File: config.mk
export PLATFORM = sky130hd
export DESIGN_NAME = yaw_pitch_camera_pose
export DESIGN_NICKNAME = d
export VERILOG_FILES = /design/src/rtl/ypc_pkg.sv /design/src/rtl/ypc_cordic.sv /design/src/rtl/ypc_vec.sv /design/src/rtl/yaw_pitch_camera_pose.sv
export SDC_FILE = /design/constraint.sdc
export NUM_CORES = 2
export LEC_CHECK = 0
export ABC_AREA = 1
export BUFFER_PORTS_ARGS = -buffer_cell sky130_fd_sc_hd__buf_2
export CAP_MARGIN = 10
export CORE_MARGIN = 1
export CORE_UTILIZATION = 50
export CTS_CLUSTER_DIAMETER = 60
export DETAILED_ROUTE_END_ITERATION = 6
export HOLD_SLACK_MARGIN = 0.15
export PLACE_DENSITY = 0.67
export SLEW_MARGIN = 30
export SYNTH_ARGS = -nofsm -noshare
export SYNTH_HDL_FRONTEND = slang
export SYNTH_SLANG_ARGS = --single-unit
File: constraint.sdc
create_clock -name clock -period 16.45 [get_ports clock]
set_clock_uncertainty 0.05 [all_clocks]
set_input_delay 1.645 -clock clock [delete_from_list [all_inputs] [get_ports clock]]
set_output_delay 1.645 -clock clock [all_outputs]
set_load 0.1 [all_outputs]
File: src/rtl/ypc_pkg.sv
// shared types, constants and helper functions for the yaw/pitch camera pose block
`default_nettype none

package ypc_pkg;

   localparam int ANG_W    = 16;                  // binary angle, 65536 per turn
   localparam int VEC_W    = 16;                  // q1.15 vector component
   localparam int TRIG_W   = 17;                  // sin/cos in [-32768, 32768]
   localparam int POS_W    = 32;                  // q16.16 position
   localparam int CORDIC_W = 34;                  // q1.30 rotator with headroom
   localparam int ZACC_W   = 2 * ANG_W + 1;       // residual angle, 2^32 per turn
   localparam int SAT_IN_W = 24;                  // input width of the q1.15 clamp

   localparam int CORDIC_ITERS = 16;
   localparam int CORDIC_IW    = $clog2(CORDIC_ITERS);
   localparam int CORDIC_GAIN  = 652032874;
   localparam int Q15_ONE      = 32768;

   localparam int CSR_IDX_W = 2;
   localparam logic [CSR_IDX_W-1:0] CSR_START_X = 2'd0;
   localparam logic [CSR_IDX_W-1:0] CSR_START_Y = 2'd1;
   localparam logic [CSR_IDX_W-1:0] CSR_START_Z = 2'd2;

   typedef enum logic [1:0] {
      OP_TURN  = 2'd0,
      OP_STEP  = 2'd1,
      OP_PLACE = 2'd2,
      OP_NONE  = 2'd3
   } ypc_op_type;

   // control from the sequencer to the vector unit
   typedef struct packed {
      logic       place;      // load start position
      logic       start;      // begin products and optional step
      logic       step;       // apply a step after the products
      logic [1:0] step_dir;   // bit 1 forward/right, bit 0 plus/minus
   } ypc_vec_ctl_type;

   // arctangent of 2^-i in units of 2^32 per turn
   function automatic logic signed [ZACC_W-1:0] atan_val(input logic [CORDIC_IW-1:0] i);
      logic signed [ZACC_W-1:0] a;
      case (i)
         4'd0:    a = 33'sd536870912;
         4'd1:    a = 33'sd316933406;
         4'd2:    a = 33'sd167458907;
         4'd3:    a = 33'sd85004756;
         4'd4:    a = 33'sd42667331;
         4'd5:    a = 33'sd21354465;
         4'd6:    a = 33'sd10679838;
         4'd7:    a = 33'sd5340245;
         4'd8:    a = 33'sd2670163;
         4'd9:    a = 33'sd1335087;
         4'd10:   a = 33'sd667544;
         4'd11:   a = 33'sd333772;
         4'd12:   a = 33'sd166886;
         4'd13:   a = 33'sd83443;
         4'd14:   a = 33'sd41722;
         4'd15:   a = 33'sd20861;
         default: a = '0;
      endcase
      return a;
   endfunction

   // q1.30 to q1.15, round half up, clamp to [-1.0, +1.0]
   function automatic logic signed [TRIG_W-1:0] to_q15(input logic signed [CORDIC_W-1:0] v);
      logic signed [CORDIC_W:0] r;
      r = (CORDIC_W+1)'(v) + (CORDIC_W+1)'(16384);
      r = r >>> 15;
      if (r > (CORDIC_W+1)'(Q15_ONE)) begin
         r = (CORDIC_W+1)'(Q15_ONE);
      end else if (r < (CORDIC_W+1)'(-Q15_ONE)) begin
         r = (CORDIC_W+1)'(-Q15_ONE);
      end
      return TRIG_W'(r);
   endfunction

   // clamp to a signed 16-bit component
   function automatic logic signed [VEC_W-1:0] sat16(input logic signed [SAT_IN_W-1:0] v);
      logic signed [VEC_W-1:0] r;
      if (v > SAT_IN_W'(32767)) begin
         r = 16'sd32767;
      end else if (v < SAT_IN_W'(-32768)) begin
         r = -16'sd32768;
      end else begin
         r = VEC_W'(v);
      end
      return r;
   endfunction

endpackage

`default_nettype wire

File: src/rtl/ypc_cordic.sv
// iterative rotation-mode cordic giving sine and cosine of a binary angle
`default_nettype none

module ypc_cordic
   import ypc_pkg::*;
(
   input  logic                     clock,
   input  logic                     reset,
   input  logic                     start,
   input  logic [ANG_W-1:0]         angle,
   output logic                     done,
   output logic signed [TRIG_W-1:0] sin_q,
   output logic signed [TRIG_W-1:0] cos_q
);

   typedef enum logic [1:0] {C_IDLE, C_ROT, C_FIN} cor_state_type;

   cor_state_type              state_ff, state_in;
   logic                       done_ff, done_in;
   logic [CORDIC_IW-1:0]       iter_ff, iter_in;
   logic                       flip_ff, flip_in;
   logic signed [CORDIC_W-1:0] x_ff, x_in, y_ff, y_in;
   logic signed [ZACC_W-1:0]   z_ff, z_in;
   logic signed [TRIG_W-1:0]   sin_ff, sin_in, cos_ff, cos_in;

   logic [ANG_W-1:0]           ang_fold;
   logic                       ang_flip;
   logic signed [CORDIC_W-1:0] x_sh, y_sh, x_fin, y_fin;

   // second and third quadrant: rotate by half a turn, negate at the end
   assign ang_flip = angle[ANG_W-1] ^ angle[ANG_W-2];
   assign ang_fold = angle ^ {ang_flip, {(ANG_W-1){1'b0}}};
   assign x_sh     = x_ff >>> iter_ff;
   assign y_sh     = y_ff >>> iter_ff;
   assign x_fin    = flip_ff ? -x_ff : x_ff;
   assign y_fin    = flip_ff ? -y_ff : y_ff;

   always_comb begin
      state_in = state_ff;
      done_in  = 1'b0;
      iter_in  = iter_ff;
      flip_in  = flip_ff;
      x_in     = x_ff;
      y_in     = y_ff;
      z_in     = z_ff;
      sin_in   = sin_ff;
      cos_in   = cos_ff;
      case (state_ff)
         C_IDLE: begin
            if (start) begin
               if (angle[ANG_W-3:0] == '0) begin
                  // exact quadrant angles
                  done_in = 1'b1;
                  case (angle[ANG_W-1:ANG_W-2])
                     2'd0: begin
                        sin_in = '0;
                        cos_in = TRIG_W'(Q15_ONE);
                     end
                     2'd1: begin
                        sin_in = TRIG_W'(Q15_ONE);
                        cos_in = '0;
                     end
                     2'd2: begin
                        sin_in = '0;
                        cos_in = TRIG_W'(-Q15_ONE);
                     end
                     default: begin
                        sin_in = TRIG_W'(-Q15_ONE);
                        cos_in = '0;
                     end
                  endcase
               end else begin
                  state_in = C_ROT;
                  iter_in  = '0;
                  flip_in  = ang_flip;
                  x_in     = CORDIC_W'(CORDIC_GAIN);
                  y_in     = '0;
                  z_in     = {ang_fold[ANG_W-1], ang_fold, {ANG_W{1'b0}}};
               end
            end
         end
         C_ROT: begin
            if (!z_ff[ZACC_W-1]) begin
               x_in = x_ff - y_sh;
               y_in = y_ff + x_sh;
               z_in = z_ff - atan_val(iter_ff);
            end else begin
               x_in = x_ff + y_sh;
               y_in = y_ff - x_sh;
               z_in = z_ff + atan_val(iter_ff);
            end
            iter_in = iter_ff + 1'b1;
            if (iter_ff == CORDIC_IW'(CORDIC_ITERS - 1)) begin
               state_in = C_FIN;
            end
         end
         C_FIN: begin
            sin_in   = to_q15(y_fin);
            cos_in   = to_q15(x_fin);
            done_in  = 1'b1;
            state_in = C_IDLE;
         end
         default: begin
            state_in = C_IDLE;
         end
      endcase
   end

   always_ff @(posedge clock) begin
      if (reset) begin
         state_ff <= C_IDLE;
         done_ff  <= 1'b0;
      end else begin
         state_ff <= state_in;
         done_ff  <= done_in;
      end
      iter_ff <= iter_in;
      flip_ff <= flip_in;
      x_ff    <= x_in;
      y_ff    <= y_in;
      z_ff    <= z_in;
      sin_ff  <= sin_in;
      cos_ff  <= cos_in;
   end

   assign done  = done_ff;
   assign sin_q = sin_ff;
   assign cos_q = cos_ff;

endmodule

`default_nettype wire

File: src/rtl/ypc_vec.sv
// shared-multiplier unit: pose products, step delta and saturating position update
`default_nettype none

module ypc_vec
   import ypc_pkg::*;
(
   input  logic                     clock,
   input  logic                     reset,
   input  ypc_vec_ctl_type          ctl,
   input  logic signed [POS_W-1:0]  start_x,
   input  logic signed [POS_W-1:0]  start_y,
   input  logic signed [POS_W-1:0]  start_z,
   input  logic signed [TRIG_W-1:0] sin_yaw,
   input  logic signed [TRIG_W-1:0] cos_yaw,
   input  logic signed [TRIG_W-1:0] sin_pitch,
   input  logic signed [TRIG_W-1:0] cos_pitch,
   output logic                     done,
   output logic signed [VEC_W-1:0]  dir_x,
   output logic signed [VEC_W-1:0]  dir_y,
   output logic signed [VEC_W-1:0]  dir_z,
   output logic signed [VEC_W-1:0]  side_x,
   output logic signed [VEC_W-1:0]  side_z,
   output logic signed [VEC_W-1:0]  up_x,
   output logic signed [VEC_W-1:0]  up_y,
   output logic signed [VEC_W-1:0]  up_z,
   output logic signed [POS_W-1:0]  pos_x,
   output logic signed [POS_W-1:0]  pos_y,
   output logic signed [POS_W-1:0]  pos_z
);

   localparam int MA_W = 21;               // 24*v+5 and trig operands
   localparam int MB_W = 18;
   localparam int P_W  = MA_W + MB_W;
   localparam int R_W  = 24;
   localparam int RECIP_TEN  = 52429;      // 2^19 / 10, rounded up
   localparam int RECIP_SH   = 19;

   typedef enum logic [1:0] {V_IDLE, V_MUL, V_FORM, V_ACC} vec_state_type;

   vec_state_type            state_ff, state_in;
   logic [2:0]               op_ff, op_in;           // 0..3 products, 4..6 step axes
   logic                     step_ff, step_in;
   logic [1:0]               sd_ff, sd_in;
   logic                     done_ff, done_in;
   logic signed [P_W-1:0]    prod_ff, prod_in;
   logic signed [MA_W-1:0]   d_ff, d_in;
   logic signed [VEC_W-1:0]  fx_ff, fx_in, fz_ff, fz_in, ux_ff, ux_in, uz_ff, uz_in;
   logic signed [POS_W-1:0]  px_ff, px_in, py_ff, py_in, pz_ff, pz_in;

   logic signed [VEC_W-1:0]  fy_c, sx_c, sz_c, uy_c, v_sel;
   logic signed [MA_W-1:0]   t_c, ma, q_c, dq;
   logic signed [MB_W-1:0]   mb;
   logic signed [P_W-1:0]    rnd_c, qw_c;
   logic signed [R_W-1:0]    rem_c;
   logic signed [VEC_W-1:0]  m16;
   logic signed [POS_W-1:0]  p_sel, p_new;
   logic signed [POS_W:0]    p_sum;
   logic [1:0]               axis;

   assign fy_c = sat16(-(SAT_IN_W'(sin_pitch)));
   assign sx_c = sat16(SAT_IN_W'(cos_yaw));
   assign sz_c = sat16(-(SAT_IN_W'(sin_yaw)));
   assign uy_c = sat16(SAT_IN_W'(cos_pitch));

   assign axis = op_ff[1:0];

   // component of the step vector for this axis
   always_comb begin
      v_sel = '0;
      if (sd_ff[1]) begin
         case (axis)
            2'd0:    v_sel = fx_ff;
            2'd1:    v_sel = fy_c;
            default: v_sel = fz_ff;
         endcase
      end else begin
         case (axis)
            2'd0:    v_sel = sx_c;
            2'd1:    v_sel = '0;
            default: v_sel = sz_c;
         endcase
      end
   end

   assign t_c = (MA_W'(v_sel) <<< 4) + (MA_W'(v_sel) <<< 3) + MA_W'(5);

   // operand select for the shared multiplier
   always_comb begin
      case (op_ff)
         3'd0: begin
            ma = MA_W'(sin_yaw);
            mb = MB_W'(cos_pitch);
         end
         3'd1: begin
            ma = MA_W'(cos_yaw);
            mb = MB_W'(cos_pitch);
         end
         3'd2: begin
            ma = MA_W'(sin_pitch);
            mb = MB_W'(sin_yaw);
         end
         3'd3: begin
            ma = MA_W'(sin_pitch);
            mb = MB_W'(cos_yaw);
         end
         default: begin
            ma = t_c;
            mb = MB_W'(RECIP_TEN);
         end
      endcase
   end

   assign prod_in = ma * mb;

   // q1.15 product, round half up
   assign rnd_c = (prod_ff + P_W'(16384)) >>> 15;
   assign m16   = sat16(rnd_c[R_W-1:0]);

   // floor(t / 10): reciprocal estimate then one correction either way
   assign qw_c  = prod_ff >>> RECIP_SH;
   assign q_c   = qw_c[MA_W-1:0];
   assign rem_c = R_W'(t_c) - ((R_W'(q_c) <<< 3) + (R_W'(q_c) <<< 1));

   always_comb begin
      if (rem_c < 0) begin
         dq = q_c - MA_W'(1);
      end else if (rem_c >= R_W'(10)) begin
         dq = q_c + MA_W'(1);
      end else begin
         dq = q_c;
      end
   end

   always_comb begin
      case (axis)
         2'd0:    p_sel = px_ff;
         2'd1:    p_sel = py_ff;
         default: p_sel = pz_ff;
      endcase
   end

   assign p_sum = (POS_W+1)'(p_sel) + (POS_W+1)'(d_ff);

   always_comb begin
      if (p_sum > (POS_W+1)'(33'sd2147483647)) begin
         p_new = {1'b0, {(POS_W-1){1'b1}}};
      end else if (p_sum < (POS_W+1)'(-33'sd2147483648)) begin
         p_new = {1'b1, {(POS_W-1){1'b0}}};
      end else begin
         p_new = p_sum[POS_W-1:0];
      end
   end

   always_comb begin
      state_in = state_ff;
      op_in    = op_ff;
      step_in  = step_ff;
      sd_in    = sd_ff;
      done_in  = 1'b0;
      d_in     = d_ff;
      fx_in    = fx_ff;
      fz_in    = fz_ff;
      ux_in    = ux_ff;
      uz_in    = uz_ff;
      px_in    = px_ff;
      py_in    = py_ff;
      pz_in    = pz_ff;
      if (ctl.place) begin
         px_in = start_x;
         py_in = start_y;
         pz_in = start_z;
      end
      case (state_ff)
         V_IDLE: begin
            if (ctl.start) begin
               state_in = V_MUL;
               op_in    = '0;
               step_in  = ctl.step;
               sd_in    = ctl.step_dir;
            end
         end
         V_MUL: begin
            state_in = V_FORM;
         end
         V_FORM: begin
            if (!op_ff[2]) begin
               case (op_ff[1:0])
                  2'd0:    fx_in = m16;
                  2'd1:    fz_in = m16;
                  2'd2:    ux_in = m16;
                  default: uz_in = m16;
               endcase
               if (op_ff == 3'd3 && !step_ff) begin
                  state_in = V_IDLE;
                  done_in  = 1'b1;
               end else begin
                  state_in = V_MUL;
                  op_in    = op_ff + 1'b1;
               end
            end else begin
               d_in     = sd_ff[0] ? dq : -dq;
               state_in = V_ACC;
            end
         end
         V_ACC: begin
            case (axis)
               2'd0:    px_in = p_new;
               2'd1:    py_in = p_new;
               default: pz_in = p_new;
            endcase
            if (op_ff == 3'd6) begin
               state_in = V_IDLE;
               done_in  = 1'b1;
            end else begin
               state_in = V_MUL;
               op_in    = op_ff + 1'b1;
            end
         end
         default: begin
            state_in = V_IDLE;
         end
      endcase
   end

   always_ff @(posedge clock) begin
      if (reset) begin
         state_ff <= V_IDLE;
         done_ff  <= 1'b0;
         px_ff    <= '0;
         py_ff    <= '0;
         pz_ff    <= '0;
      end else begin
         state_ff <= state_in;
         done_ff  <= done_in;
         px_ff    <= px_in;
         py_ff    <= py_in;
         pz_ff    <= pz_in;
      end
      op_ff   <= op_in;
      step_ff <= step_in;
      sd_ff   <= sd_in;
      prod_ff <= prod_in;
      d_ff    <= d_in;
      fx_ff   <= fx_in;
      fz_ff   <= fz_in;
      ux_ff   <= ux_in;
      uz_ff   <= uz_in;
   end

   assign done   = done_ff;
   assign dir_x  = fx_ff;
   assign dir_y  = fy_c;
   assign dir_z  = fz_ff;
   assign side_x = sx_c;
   assign side_z = sz_c;
   assign up_x   = ux_ff;
   assign up_y   = uy_c;
   assign up_z   = uz_ff;
   assign pos_x  = px_ff;
   assign pos_y  = py_ff;
   assign pos_z  = pz_ff;

endmodule

`default_nettype wire

File: src/rtl/yaw_pitch_camera_pose.sv
// top level of the yaw/pitch camera pose tracker
//
//  channel  dir  transaction      payload
//  req_*    in   tvalid & tready  tuser: operation; tdata: yaw_turn, pitch_turn, step_dir
//  rsp_*    out  tvalid & tready  tdata: forward, right (x,z), up, position
//  csr_*    in   csr_we           start_x / start_y / start_z, no read-back
//
//  one transaction at a time: a new request waits until the response has been taken
//  one cordic pass for yaw, then one for pitch; an exact quadrant angle skips the rotation
//  the shared multiplier forms four products, then the three step axes when a step is requested
//  synchronous active-high reset clears angles, position and start registers
//  req_tready is high only while idle; a stalled result holds until rsp_tready
`default_nettype none

module yaw_pitch_camera_pose
   import ypc_pkg::*;
(
   input  logic                 clock,
   input  logic                 reset,
   // request
   input  logic                 req_tvalid,
   output logic                 req_tready,
   input  logic [39:0]          req_tdata,   // yaw_turn[15:0], pitch_turn[31:16], step_dir[33:32]
   input  logic [1:0]           req_tuser,   // operation
   // response
   output logic                 rsp_tvalid,
   input  logic                 rsp_tready,
   output logic [223:0]         rsp_tdata,   // dir_x, dir_y, dir_z, side_x, side_z,
                                             // up_x, up_y, up_z, pos_x, pos_y, pos_z
   // configuration
   input  logic                 csr_we,
   input  logic [CSR_IDX_W-1:0] csr_index,
   input  logic [POS_W-1:0]     csr_wdata
);

   typedef enum logic [2:0] {
      S_IDLE,
      S_YAW_GO,
      S_YAW_RUN,
      S_PITCH_GO,
      S_PITCH_RUN,
      S_VEC_GO,
      S_VEC_RUN,
      S_OUT
   } top_state_type;

   top_state_type            state_ff, state_in;
   logic [ANG_W-1:0]         yaw_ff, yaw_in, pitch_ff, pitch_in;
   logic                     step_ff, step_in;
   logic [1:0]               sd_ff, sd_in;
   logic signed [TRIG_W-1:0] sy_ff, sy_in, cy_ff, cy_in, sp_ff, sp_in, cp_ff, cp_in;
   logic signed [POS_W-1:0]  start_x_ff, start_y_ff, start_z_ff;

   // request fields
   ypc_op_type               req_op;
   logic [ANG_W-1:0]         req_x_off, req_y_off;
   logic [1:0]               req_sd;
   logic                     req_fire;

   // cordic hookup
   logic                     cor_start, cor_done;
   logic [ANG_W-1:0]         cor_angle;
   logic signed [TRIG_W-1:0] cor_sin, cor_cos;

   // vector unit hookup
   ypc_vec_ctl_type          vctl;
   logic                     vec_done;
   logic signed [VEC_W-1:0]  dir_x, dir_y, dir_z, side_x, side_z, up_x, up_y, up_z;
   logic signed [POS_W-1:0]  pos_x, pos_y, pos_z;

   assign req_op    = ypc_op_type'(req_tuser);
   assign req_x_off = req_tdata[15:0];
   assign req_y_off = req_tdata[31:16];
   assign req_sd    = req_tdata[33:32];

   assign req_tready = (state_ff == S_IDLE);
   assign req_fire   = req_tvalid && req_tready;
   assign rsp_tvalid = (state_ff == S_OUT);

   // start registers, writes past start_z fall through
   always_ff @(posedge clock) begin
      if (reset) begin
         start_x_ff <= '0;
         start_y_ff <= '0;
         start_z_ff <= '0;
      end else if (csr_we) begin
         case (csr_index)
            CSR_START_X: start_x_ff <= csr_wdata;
            CSR_START_Y: start_y_ff <= csr_wdata;
            CSR_START_Z: start_z_ff <= csr_wdata;
            default: begin
            end
         endcase
      end
   end

   // sequencer: apply angle change, sin/cos of yaw, sin/cos of pitch, products and optional step, response
   always_comb begin
      state_in = state_ff;
      yaw_in   = yaw_ff;
      pitch_in = pitch_ff;
      step_in  = step_ff;
      sd_in    = sd_ff;
      sy_in    = sy_ff;
      cy_in    = cy_ff;
      sp_in    = sp_ff;
      cp_in    = cp_ff;
      case (state_ff)
         S_IDLE: begin
            if (req_fire) begin
               step_in  = 1'b0;
               sd_in    = req_sd;
               state_in = S_YAW_GO;
               case (req_op)
                  OP_TURN: begin
                     yaw_in   = yaw_ff - req_x_off;
                     pitch_in = pitch_ff + req_y_off;
                  end
                  OP_STEP: begin
                     step_in = 1'b1;
                  end
                  OP_PLACE: begin
                     yaw_in   = '0;
                     pitch_in = '0;
                  end
                  default: begin
                  end
               endcase
            end
         end
         S_YAW_GO: begin
            state_in = S_YAW_RUN;
         end
         S_YAW_RUN: begin
            if (cor_done) begin
               sy_in    = cor_sin;
               cy_in    = cor_cos;
               state_in = S_PITCH_GO;
            end
         end
         S_PITCH_GO: begin
            state_in = S_PITCH_RUN;
         end
         S_PITCH_RUN: begin
            if (cor_done) begin
               sp_in    = cor_sin;
               cp_in    = cor_cos;
               state_in = S_VEC_GO;
            end
         end
         S_VEC_GO: begin
            state_in = S_VEC_RUN;
         end
         S_VEC_RUN: begin
            if (vec_done) begin
               state_in = S_OUT;
            end
         end
         S_OUT: begin
            if (rsp_tready) begin
               state_in = S_IDLE;
            end
         end
         default: begin
            state_in = S_IDLE;
         end
      endcase
   end

   always_ff @(posedge clock) begin
      if (reset) begin
         state_ff <= S_IDLE;
         yaw_ff   <= '0;
         pitch_ff <= '0;
      end else begin
         state_ff <= state_in;
         yaw_ff   <= yaw_in;
         pitch_ff <= pitch_in;
      end
      step_ff <= step_in;
      sd_ff   <= sd_in;
      sy_ff   <= sy_in;
      cy_ff   <= cy_in;
      sp_ff   <= sp_in;
      cp_ff   <= cp_in;
   end

   assign cor_start = (state_ff == S_YAW_GO) || (state_ff == S_PITCH_GO);
   assign cor_angle = (state_ff == S_YAW_GO) ? yaw_ff : pitch_ff;

   ypc_cordic u_cordic (
      .clock (clock),
      .reset (reset),
      .start (cor_start),
      .angle (cor_angle),
      .done  (cor_done),
      .sin_q (cor_sin),
      .cos_q (cor_cos)
   );

   // place loads the position at acceptance; products start once both angles are done
   assign vctl.place    = req_fire && (req_op == OP_PLACE);
   assign vctl.start    = (state_ff == S_VEC_GO);
   assign vctl.step     = step_ff;
   assign vctl.step_dir = sd_ff;

   ypc_vec u_vec (
      .clock     (clock),
      .reset     (reset),
      .ctl       (vctl),
      .start_x   (start_x_ff),
      .start_y   (start_y_ff),
      .start_z   (start_z_ff),
      .sin_yaw   (sy_ff),
      .cos_yaw   (cy_ff),
      .sin_pitch (sp_ff),
      .cos_pitch (cp_ff),
      .done      (vec_done),
      .dir_x     (dir_x),
      .dir_y     (dir_y),
      .dir_z     (dir_z),
      .side_x    (side_x),
      .side_z    (side_z),
      .up_x      (up_x),
      .up_y      (up_y),
      .up_z      (up_z),
      .pos_x     (pos_x),
      .pos_y     (pos_y),
      .pos_z     (pos_z)
   );

   assign rsp_tdata = {pos_z, pos_y, pos_x, up_z, up_y, up_x, side_z, side_x,
                       dir_z, dir_y, dir_x};

   // a new request is never taken while a response is pending
   a_no_overlap: assert property (@(posedge clock) disable iff (reset)
      !(req_tready && rsp_tvalid))
      else $error("request accepted while response pending");

   // acceptance starts a busy period
   a_busy_after_accept: assert property (@(posedge clock) disable iff (reset)
      req_fire |=> !req_tready)
      else $error("still ready after accepting a request");

   // cordic finishes only while the sequencer waits on it
   a_cordic_done_window: assert property (@(posedge clock) disable iff (reset)
      cor_done |-> (state_ff == S_YAW_RUN || state_ff == S_PITCH_RUN))
      else $error("cordic done outside a cordic wait state");

   // vector unit finishes only while the sequencer waits on it
   a_vec_done_window: assert property (@(posedge clock) disable iff (reset)
      vec_done |-> (state_ff == S_VEC_RUN))
      else $error("vector unit done outside its wait state");

endmodule

`default_nettype wire
* Yosys cells after proc, flatten, opt, wreduce, memory -nomap -nowiden
Memories as Yosys holds them, arrays and structs flattened. A register that Yosys moved wholly into a read port is not among the register bits. Cells that the tools add are included.
Word-level totals: bits in registers 574, ROM bits 960, input port bits 81, logic and storage cells 266, memories kept 2
Memory list:
- (no name shown) | words 16, bits a word 30, read ports 1, clocked after memory_dff 1, write ports 0, RTL line ypc_pkg.sv:42 | case (i)
- (no name shown) | words 16, bits a word 30, read ports 1, clocked after memory_dff 1, write ports 0, RTL line ypc_pkg.sv:42
Operators by class: add/subtract/negate cells 25, $mul 1, $lt $le $gt $ge 18, equality and inequality tests 38, shift operators 2, multiplexer cells 96, bitwise gates (word level) 5, reductions and logical operators 43
Operators with widths (number):
- two-way mux 32 bit | 11
- two-way mux 34 bit | 8
- two-way mux 33 bit | 7
- two-way mux 16 bit | 12
- two-way mux 17 bit | 8
- one-hot mux 17 bit (2 select lines) | 4
- one-hot mux 34 bit (2 select lines) | 2
- one-hot mux 16 bit (2 select lines) | 4
- greater-than comparator 24 x 16 -> 1 bit (second input constant) | 3
- less-than comparator 24 x 16 -> 1 bit (second input constant) | 3
- adder 34 x 16 -> 35 bit (second input constant) | 2
- adder 34 bit | 2
- negation 34 bit | 2
- >>> shifter 34 x 4 -> 34 bit | 2
- subtractor 34 bit | 2
- one-hot mux 33 bit (2 select lines) | 1
- one-hot mux 32 bit (2 select lines) | 1
- two-way mux 21 bit | 3
- one-hot mux 21 bit (3 select lines) | 1
- one-hot mux 18 bit (3 select lines) | 1
- negation 17 -> 24 bit | 2
- greater-than comparator 20 x 17 -> 1 bit (second input constant) | 2
- less-than comparator 20 x 16 -> 1 bit (second input constant) | 2
- adder 39 x 16 -> 39 bit (second input constant) | 1
- other kinds (55) | 142

* Logic depth before layout (Yosys ltp)
depth after elaboration 14, depth in mapped cells 61

* By module
A second synthesis with hierarchy kept.
Second synthesis, totals: cell total of the unflattened synthesis 8465, area total of the unflattened synthesis 60417.9 um^2
By module, submodules not included:
- ypc_vec | times used 1, cells an instance 4252, area each 31223.7 um^2, sequential area each 5215.0 um^2
- ypc_cordic | times used 1, cells an instance 3142, area each 20364.5 um^2, sequential area each 4864.7 um^2
- yaw_pitch_camera_pose | times used 1, cells an instance 1071, area each 8829.7 um^2, sequential area each 4754.6 um^2

* Worst setup path before layout
OpenSTA, ideal clock, no wires.
kind register -> register, start register sp_ff[0], end register u_vec.prod_ff[31], setup time 0.127 ns, data arrival time 11.280 ns, required time 16.273 ns, setup slack 4.993 ns, cell stages (with the launch flop) 50, path buffers 2, clock period less this slack 11.457 ns, cells stage by stage edfxtp_1 inv_1 ha_1 nand3_1 nor3_1 nand2_1 nor2_1 nand3_1 nor2_1 xor2_1 a21oi_1 clkbuf_1 o21ai_0 a22oi_1 nand2_1 o21ai_0 a21oi_1 ha_1 [... 14 more ...] inv_1 fa_1 inv_1 fa_1 inv_1 fa_1 fa_1 inv_1 ha_1 a21oi_1 o21ai_0 nand2_1 o2111ai_1 nand3_1 nand2_1 a21oi_1 o21ai_0 xor2_1
On the way: longest elaborated chain between the ends 10
RTL lines:
- from (decl) | RTL line yaw_pitch_camera_pose.sv:51 | logic signed [TRIG_W-1:0] sy_ff, sy_in, cy_ff, cy_in, sp_ff, sp_in, cp_ff, cp_in;
- from (signal assigned) | RTL line yaw_pitch_camera_pose.sv:184 | sp_ff <= sp_in;
- negation 17 -> 24 bit * | RTL line ypc_vec.sv:60 | assign fy_c = sat16(-(SAT_IN_W'(sin_pitch)));
- less-than comparator 24 x 16 -> 1 bit | RTL line ypc_pkg.sv:82 | end else if (v < SAT_IN_W'(-32768)) begin
- two-way mux 16 bit | RTL line ypc_pkg.sv:82
- two-way mux 16 bit * | RTL line ypc_pkg.sv:80 | if (v > SAT_IN_W'(32767)) begin
- net rsp_tdata[18] | RTL line yaw_pitch_camera_pose.sv:28 | output logic [223:0] rsp_tdata,
- one-hot mux 16 bit (2 select lines) * | RTL line ypc_vec.sv:71 | case (axis)
- two-way mux 16 bit * | RTL line ypc_vec.sv:70 | if (sd_ff[1]) begin
- adder 20 x 19 -> 21 bit * | RTL line ypc_vec.sv:85 | assign t_c = (MA_W'(v_sel) <<< 4) + (MA_W'(v_sel) <<< 3) + MA_W'(5);
- adder 21 x 4 -> 21 bit * | RTL line ypc_vec.sv:85
- one-hot mux 21 bit (3 select lines) * | RTL line ypc_vec.sv:89 | case (op_ff)
- multiplier 21 x 18 -> 39 bit * | RTL line ypc_vec.sv:113 | assign prod_in = ma * mb;
- net u_vec.prod_in[31] | RTL line ypc_vec.sv:45 | logic signed [P_W-1:0] prod_ff, prod_in;
- to (signal assigned) | RTL line ypc_vec.sv:242 | prod_ff <= prod_in;
- to (decl) | RTL line ypc_vec.sv:45
Mark *: on every way through the listed nets, which the timed path passes. The rest lies on a longest branch. A chain may end at the register's enable or synchronous reset.

* Worst setup path in the final report
start register sp_ff[1], end register u_vec.prod_ff[35]
On the way: longest elaborated chain between the ends 10
RTL lines (RTL line):
- negation 17 -> 24 bit | ypc_vec.sv:60
- less-than comparator 24 x 16 -> 1 bit | ypc_pkg.sv:82
- two-way mux 16 bit | ypc_pkg.sv:82
- two-way mux 16 bit | ypc_pkg.sv:80
- one-hot mux 16 bit (2 select lines) | ypc_vec.sv:71
- two-way mux 16 bit | ypc_vec.sv:70
- adder 20 x 19 -> 21 bit | ypc_vec.sv:85
- adder 21 x 4 -> 21 bit | ypc_vec.sv:85
- one-hot mux 21 bit (3 select lines) * | ypc_vec.sv:89
- multiplier 21 x 18 -> 39 bit * | ypc_vec.sv:113
- net u_vec.prod_in[35] | ypc_vec.sv:45
Marks and branches as above.

==> summary.txt <==
Route
  • Via count: 54400
  • Drt drc: 0
  • DRT Pass-1 Iters: 6
  • Initial DRC count: 4804
  • Final ANT Viol Nets: 0
  • Total wire length: 192000 um
  • Drt wl/cell: 19.6 um
  • Drt via density: 5.56

Timing
  • Final Cycle Share: 0.718
  • Final Setup Violations: 0
  • Fin Setup TNS: 0 ns
  • Final Hold Viols: 0
  • Max_slew headroom: 0.307
  • Post-layout min period: 11.81 ns
  • Final max-slew violation count: 0
  • Worst-margin pin slew: 1.03 ns
  • RSZ-0062 raised after global routing: no
  • Max Clock Freq: 84.7 MHz
  • Slack of the critical path: 4.64 ns

Place
  • Post-DP Area: 61000 um^2
  • Setup WS pre-CTS: 4.82 ns
  • Routability cong.: 0.969
  • DP HPWL: 148000 um
  • I/O Buffers: 300

Synthesis
  • Number of synthesized flops with an enable pin: 302
  • Synth Flop Type: edfxtp_1
  • Post-Syn Instances: 8056
  • Top cells by area, synth: edfxtp_1, fa_1, nand2_1
  • Flops & latches, synth: 590
  • Async S/R FF share, synth: 0
  • Syn Nets: 8856
  • Mapped Area: 58200 um^2
  • Synth unique cells: 71
  • Post-synth top area share: 0.156
  • Area leader, netlist: edfxtp_1
  • Post-synthesis sequential area ratio: 0.255
  • Syn. warnings: 0
  • Mapped Avg Cell Area: 7.23 um^2

Global routing
  • M2 GR Usage: 0.511
  • Met3 Use GR: 0.0557
  • Overflow after GRT: 0
  • M1 GR Usage: 0.437
  • Initial antenna violation count: 10
  • Largest net degree at the start of global routing: 101
  • Gr busiest metal: met2
  • Total GRT Usage: 0.320
  • First-pass GRT wire length: 294000 um
  • Vias in the first global route: 51400

Hold path
  • Min-delay worst type: reg -> reg
  • Hold Path End: u_vec.sd_ff[0]
  • Worst Hold Launch: sd_ff[0]
  • Hold depth: 0

Clock tree
  • Number of CTS-inserted buffers: 72
  • CTS sink count: 590
  • Post-CTS resize count: 0
  • CTS Buffer Depth: 3
  • Hold_buf cts: 0
  • Clock root buffer: clkbuf_16
  • Clock slew at reported path FFs: 0.06 ns
  • CTS tree: built
  • Later-pin clock latency in the skew report: 0.64 ns
  • H-tree lvl count: 3
  • # Post-CTS Setup Buffers: 0

Setup path
  • Startpoint types: flip-flop
  • Slowest CP cell: o311ai_0
  • CP endpoint kind: flip-flop
  • Buf+Inv Stages, Crit Path: 6
  • Top delay family on crit path: compound AO/OA/AOI/OAI gates
  • FF-to-FF End: u_vec.prod_ff[35]
  • Worst EP arrival: 12.26 ns
  • Worst path max stage delay: 0.84 ns
  • Reg2reg setup slack: 4.64 ns
  • CP Class: reg -> reg
  • Worst R2R Start: sp_ff[1]
  • Worst EP required: 16.90 ns
  • Worst Reg-to-Reg Cells: 48
  • Critical Path Fanout Max: 15

Die
  • Rows: 124
  • Core area: 115000 um^2
  • Total Die Area: 118000 um^2
  • Die X: 343 um
  • Top Ports: 307
  • Initial core utilization: 0.507
  • Height of the die: 343 um

Final layout
  • Area Growth Syn to Fin: 9.15%
  • Cell area after layout: 63500 um^2
  • FILL cells: 11200
  • Layout cells sized above 1: 0.0791
  • Nets: 9005

Outcome
  • Run status: finished, final reports clean

Run
  • Max_cap viols: 0
-- stage by stage --
step	utilization	cells	hold slack, ns
2_1_floorplan	-	8056	0.350
3_3_place_gp	0.531	9642	0.357
3_5_place_dp	0.532	9642	0.356
4_1_cts	0.553	9771	0.378
5_1_grt	0.553	9774	0.384
6_report	0.553	9777	0.375
-- placed cells by master (no fill, tap or decap), drive strengths merged, types with 40 or more instances in the layout --
| cell type | n |
|---|---|
| nand2 | 1769 |
| inv | 1341 |
| nor2 | 866 |
| o21ai | 581 |
| a21oi | 497 |
| nand3 | 477 |
| fa | 403 |
| buf | 371 |
| ha | 316 |
| edfxtp | 302 |
| dfxtp | 288 |
| xor2 | 241 |
| xnor2 | 97 |
| clkbuf | 88 |
| nand4 | 81 |
| nor3 | 77 |
| mux2i | 53 |
| clkinv | 40 |
-- sequential cells by signal, summed over array words and instances (netlist names), 17 cells and up, named ones only --
name            flops
cp_ff              17
cy_ff              17
sp_ff              17
start_x_ff         32
start_y_ff         32
start_z_ff         32
sy_ff              17
u_cordic.cos_q     17
u_cordic.sin_q     17
u_cordic.x_ff      34
u_cordic.y_ff      34
u_cordic.z_ff      33
u_vec.d_ff         21
u_vec.pos_x        32
u_vec.pos_y        32
u_vec.pos_z        32
u_vec.prod_ff      25
-- synth_stat cells (all sizes together) (6+ instances only) --
cell     instances
a211oi           8
fa             403
o21bai          29
clkbuf         222
ha             316
a21boi          18
nor3            77
nor4            28
o21ai          581
xor2           241
mux2i           53
xnor2           97
inv           1333
nand2         1769
a221oi          18
clkinv          20
edfxtp         302
a21o            10
nand3          477
nand3b          23
nor2           866
o2111ai          6
a21oi          497
nand4           81
a31oi           20
o31ai            8
o22ai           28
o211ai          36
o21a            31
or2             35
dfxtp          288
buf             74
o221ai          10
a22oi           31
-- kinds of logic (layout without fill, tap and decap cells) --
logic type / after synthesis / in the layout / synth area share
simple gates: 3363 / 3363 / 0.241
flops: 590 / 590 / 0.255
fa+ha+maj: 719 / 719 / 0.207
xor+xnor: 338 / 338 / 0.0521
compound gates: 1344 / 1344 / 0.128
buf+inv: 1649 / 1853 / 0.108
mux: 53 / 53 / 0.00911
other cells: 0 / 5 / 0
-- final cells by class --
cell class / count / area [um^2] / area share
Antenna cell: 5 / 12.5 / 0.000197
Sequential cell: 590 / 14800 / 0.233
Tap cell: 1512 / 1890 / 0.0298
Clock buffer: 88 / 1940 / 0.0306
Clock inverter: 41 / 518 / 0.00815
Multi-Input combinational cell: 5817 / 37200 / 0.585
Inverter: 1353 / 5080 / 0.0800
Timing Repair Buffer: 371 / 2060 / 0.0324
-- worst max-delay path by stage --
stage	from	end	depth (start not counted)
after floorplan	sp_ff[0]	u_vec.prod_ff[31]	49
after global placement	sy_ff[0]	u_vec.prod_ff[35]	44
after detailed placement	sp_ff[1]	u_vec.prod_ff[35]	48
after CTS	sp_ff[1]	u_vec.prod_ff[35]	48
after global routing	sp_ff[1]	u_vec.prod_ff[35]	48
final	sp_ff[1]	u_vec.prod_ff[35]	48
-- metal layers --
metal  share of wire  vias to the layer above
li1                -                    26100
met1            0.43                    25600
met2            0.45                     2188
met3           0.086                      413
met4           0.039                       12
met5         0.00043                        -
Power is not shown: default switching activity piles up to over one toggle a cycle in this logic, so the estimate is an artifact.
